==> config.mk <==
export PLATFORM = sky130hd
export DESIGN_NAME = bba_ctrl
export DESIGN_NICKNAME = d
export VERILOG_FILES = /design/src/rtl/bba_pkg.sv /design/src/rtl/bba_ctrl.sv
export SDC_FILE = /design/constraint.sdc
export NUM_CORES = 1
export LEC_CHECK = 0
export BUFFER_PORTS_ARGS = -buffer_cell sky130_fd_sc_hd__buf_4
export CAP_MARGIN = 20
export CORE_MARGIN = 3
export CORE_UTILIZATION = 35
export DETAILED_ROUTE_END_ITERATION = 10
export HOLD_SLACK_MARGIN = 0.15
export PLACE_DENSITY_LB_ADDON = 0.05
export SLEW_MARGIN = 20
export SYNTH_ARGS = -nofsm -noshare
export SYNTH_HDL_FRONTEND = slang
export SYNTH_SLANG_ARGS = --single-unit
==> constraint.sdc <==
create_clock -name clk -period 1.8 [get_ports clk]
set_clock_uncertainty 0.05 [all_clocks]
set_input_delay 0.36 -clock clk [delete_from_list [all_inputs] [get_ports clk]]
set_output_delay 0.36 -clock clk [all_outputs]
set_load 0.005 [all_outputs]
==> src/rtl/bba_pkg.sv <==
package bba_pkg;

  // pool geometry
  localparam int NUM_BLOCKS  = 1024;
  localparam int BLOCK_BYTES = 64;
  localparam int BLK_W       = $clog2(NUM_BLOCKS);
  localparam int CNT_W       = BLK_W + 1;
  localparam int BB_SH       = $clog2(BLOCK_BYTES);

  // request fields
  localparam int BYTES_W = 20;
  localparam int OVH_W   = 8;
  localparam logic [OVH_W-1:0] OVH_RESET = 8'd40;
  localparam int SUM_W   = BYTES_W + 1;
  localparam int NEED_W  = SUM_W - BB_SH;

  // free map is held as chunks of CHUNK_W blocks, one chunk per RAM word
  localparam int CHUNK_W    = 8;
  localparam int CHUNK_SH   = $clog2(CHUNK_W);
  localparam int NUM_CHUNKS = NUM_BLOCKS / CHUNK_W;
  localparam int CHUNK_AW   = $clog2(NUM_CHUNKS);

  typedef enum logic [1:0] {
    ST_OK      = 2'd0,
    ST_ZERO    = 2'd1,
    ST_NOSPACE = 2'd2,
    ST_BADFREE = 2'd3
  } status_t;

  typedef enum logic {
    CMD_ALLOC = 1'b0,
    CMD_FREE  = 1'b1
  } cmd_t;

  typedef enum logic [2:0] {
    S_CLEAR,
    S_IDLE,
    S_CALC,
    S_FCHK,
    S_SCAN,
    S_MARK,
    S_DONE
  } state_t;

  typedef struct packed {
    logic    clr_step;
    logic    load;
    logic    scan_start;
    logic    scan_step;
    logic    mark_begin;
    logic    mark_step;
    logic    res_load;
    status_t res_code;
  } dp_cmd_t;

  typedef struct packed {
    logic clr_done;
    logic is_free;
    logic zero_size;
    logic need_ok;
    logic free_ok;
    logic scan_hit;
    logic scan_end;
    logic mark_done;
  } dp_stat_t;

endpackage

==> src/rtl/bba_ctrl.sv <==
module bba_ctrl (
  input  logic               clk,
  input  logic               rst,
  input  logic               in_valid,
  output logic               in_ready,
  output logic               out_valid,
  input  logic               out_ready,
  input  bba_pkg::dp_stat_t  stat,
  output bba_pkg::dp_cmd_t   cmd
);

  bba_pkg::state_t  state, state_next;
  bba_pkg::status_t res_code, res_code_next;

  always_ff @(posedge clk) begin
    if (rst) begin
      state     <= bba_pkg::S_CLEAR;
      res_code  <= bba_pkg::ST_OK;
      out_valid <= 1'b0;
    end else begin
      state    <= state_next;
      res_code <= res_code_next;
      if (cmd.res_load) begin
        out_valid <= 1'b1;
      end else if (out_ready) begin
        out_valid <= 1'b0;
      end
    end
  end

  always_comb begin
    state_next    = state;
    res_code_next = res_code;
    in_ready      = 1'b0;
    cmd           = '0;
    cmd.res_code  = res_code;
    case (state)
      bba_pkg::S_CLEAR: begin
        cmd.clr_step = 1'b1;
        if (stat.clr_done) begin
          state_next = bba_pkg::S_IDLE;
        end
      end
      bba_pkg::S_IDLE: begin
        in_ready = 1'b1;
        if (in_valid) begin
          cmd.load   = 1'b1;
          state_next = bba_pkg::S_CALC;
        end
      end
      bba_pkg::S_CALC: begin
        if (stat.is_free) begin
          state_next = bba_pkg::S_FCHK;
        end else if (stat.zero_size) begin
          res_code_next = bba_pkg::ST_ZERO;
          state_next    = bba_pkg::S_DONE;
        end else if (!stat.need_ok) begin
          res_code_next = bba_pkg::ST_NOSPACE;
          state_next    = bba_pkg::S_DONE;
        end else begin
          cmd.scan_start = 1'b1;
          state_next     = bba_pkg::S_SCAN;
        end
      end
      bba_pkg::S_FCHK: begin
        if (stat.free_ok) begin
          cmd.mark_begin = 1'b1;
          state_next     = bba_pkg::S_MARK;
        end else begin
          res_code_next = bba_pkg::ST_BADFREE;
          state_next    = bba_pkg::S_DONE;
        end
      end
      bba_pkg::S_SCAN: begin
        cmd.scan_step = 1'b1;
        if (stat.scan_hit) begin
          cmd.mark_begin = 1'b1;
          state_next     = bba_pkg::S_MARK;
        end else if (stat.scan_end) begin
          res_code_next = bba_pkg::ST_NOSPACE;
          state_next    = bba_pkg::S_DONE;
        end
      end
      bba_pkg::S_MARK: begin
        cmd.mark_step = 1'b1;
        if (stat.mark_done) begin
          res_code_next = bba_pkg::ST_OK;
          state_next    = bba_pkg::S_DONE;
        end
      end
      bba_pkg::S_DONE: begin
        // hold until the output register is free or being emptied
        if (!out_valid || out_ready) begin
          cmd.res_load = 1'b1;
          state_next   = bba_pkg::S_IDLE;
        end
      end
      default: begin
        state_next = bba_pkg::S_CLEAR;
      end
    endcase
  end

endmodule

==> flow_summary.ini <==
[outcome]
status = completed

[clocking]
insertion_delay_ps = 240
clk_path_buf_depth = 2
cts_root_buf = clkbuf_4
cts.clk_slew.worst_paths_ps = 40
cts.htree.levels = 1
numCtsBuffers = 3
cts_tree = done
clock_sinks = 6
cts_setup_buffers = 0

[synthesis]
syn-num-nets = 81
synth_area_sq_um = 542
synth_warnings = 0
netlist_instances = 69
ys_seq_elements = 6
yosysUniqueCellTypes = 30
avgSynthCellArea_sq_um = 7.85
ys_seq_area_share_pct = 22.2

[detailed_routing]
vias = 594
routed_wl_um = 1410
drt-pass1-iter-count = 4
avgViaCountPerCell = 5.35
first_iter_violations = 8
ant_nets = 0
route.detailed.drc = 0
wl_per_cell_um = 12.7

[timing]
max_freq_mhz = 575
final_max_slew_viol_count = 0
slew_headroom_pct = 80.2
post-route-period-util_pct = 96.6
tightest_slew_ps = 288
rsz0062_at_grt = false
final_hold_viol_count = 0
finalSetupViolCount = 0
fin_ws_ps = 61.4
setup_tns_ps = 0
hold_ws_ps = 277
fin_crit_ps = 1740

[worst_hold_path]
min_path_type = input port to register
hold_start = rst

[final_layout]
design_area_sq_um = 779
mostFrequentLayoutCells = 28 x buf_4, 10 x a21oi_1, 9 x nor2_1
layout-drive-gt1-share_pct = 42.7
seqCellArea_sq_um = 123
final_common_cell = buf_4
diodes = 0
final_cells = 111
final_net_count = 110
areaGrowthSynthToFinish_pct = 43.9
multi_input_comb_area_sq_um = 398
nFillCells = 147
final_util_pct = 56.4

[pwr]
power_frac_comb_pct = 62.2
powerDensity_nw_per_um2 = 1310
switching_power_mw = 0.419
p_clk_share_pct = 12.1
p_total_mw = 1.02
seqPwrFrac_pct = 25.7
internal-power_mw = 0.604
ir_drop_mv = 0.658
p_leak_nw = 0.329
switching_share_pct = 41.0

[placement]
hpwl_um = 1140
portBuffers = 22
pre_cts_ws_ps = 69.4
dpl_cell_area_sq_um = 747
dp.cells = 108
gp_congestion = 0.739

[die]
design.die.area_sq_um = 2060
placementRows = 13
start_util_pct = 39.2
pin_count = 23
die_x_um = 45.3
core_area_sq_um = 1380
die_h_um = 45.3

[setup_path]
crit_type = register to output port
startpoint = state[1]
reg2reg_from = state[0]
cp.arrival_ps = 1330
critPathLaunchType = register
crit_required_ps = 1390
cp_max_fo = 12
critPathCaptureType = output port

[global_route]
antenna_found_initial = 0
grt_usage_pct = 15.5
grt_first_pass_wirelength_um = 2330
grt_pass1_vias = 529
grt_overflow_total = 0
grt_max_degree = 15

[job]
drv_cap = 0
-- worst paths after layout --
check | to | slack [ps] | cells after the start
setup reg to reg | res_code[0] | 200 | 4
hold / removal | state[1] | 280 | 2
setup / recovery | cmd[4] | 60 | 4
hold reg to reg | res_code[1] | 470 | 2
-- power by group through the flow --
stage                     clock (mW)  sequential (mW)  combinational [mW]
final                          0.123            0.263               0.636
after CTS                      0.133            0.262               0.636
after global routing           0.137            0.272               0.704
after detailed placement           0            0.259               0.633
after floorplan                    0            0.218               0.446
after global placement             0            0.257               0.630
-- critical path, stage by stage, from the launching register on --
cell      delay [ps]
dfxtp_2          360
nand2b_1         160
or3_1            330
o21ai_0           90
buf_4            140
-- registers in the layout, summed over array words and instances (netlist names) --
register / cells
out_valid: 1
state: 3
res_code: 2
-- metal layers --
layer | vias up | wire, um | GRT usage (%)
met2 | 17 | 601 | 22.3
met1 | 264 | 706 | 21.6
met3 | 2 | 80 | 1.20
met4 | 0 | 24 | 10.5
li1 | 311 | - | -
met5 | - | 0 | 0
-- repair_timing --
item / 4_1_cts / 5_1_grt
hold buffers: 0 / 0
endpoints found under the setup margin: 4 / 2
resized for setup: 2 / 2
-- synth_stat cells (all sizes together) --
| cell type | n | area [sq um] |
|---|---|---|
| o21ai | 5 | 28.8 |
| and2 | 2 | 12.5 |
| nand3 | 1 | 5.00 |
| or3b | 1 | 8.76 |
| a2bb2oi | 1 | 8.76 |
| a21oi | 10 | 50.1 |
| nor3 | 2 | 10.0 |
| a32o | 1 | 10.0 |
| nor2 | 9 | 33.8 |
| or4bb | 1 | 11.3 |
| mux2 | 1 | 15.0 |
| nor2b | 3 | 18.8 |
| dfxtp | 6 | 120 |
| and3 | 1 | 6.26 |
| o22a | 1 | 8.76 |
| or3 | 1 | 6.26 |
| a221oi | 1 | 15.0 |
| or4 | 1 | 7.51 |
| nor3b | 1 | 7.51 |
| inv | 2 | 7.51 |
| clkbuf | 2 | 7.51 |
| buf | 2 | 16.3 |
| mux2i | 3 | 30.0 |
| o2111ai | 1 | 15.0 |
| a311oi | 2 | 17.5 |
| nand2b | 4 | 25.0 |
| o32ai | 1 | 27.5 |
| nand2 | 3 | 11.3 |
-- area by class of cell --
| cell class | count | area share [%] |
|---|---|---|
| inverters | 2 | 0.963 |
| repair buffers | 28 | 27.0 |
| flip-flops and latches | 6 | 15.7 |
| clock buffers | 3 | 2.89 |
| multi-input cells | 57 | 51.0 |
| well taps | 15 | 2.41 |
-- logic make-up after synthesis --
logic type             Yosys count  share of synthesized area [%]
AND/OR/NAND/NOR                 30                           30.3
AO/OA/AOI/OAI                   23                           33.5
flip-flops                       6                           22.2
buffers and inverters            6                           5.77
multiplexers                     4                           8.31
Note: power is estimated with default switching activity, not from simulation.
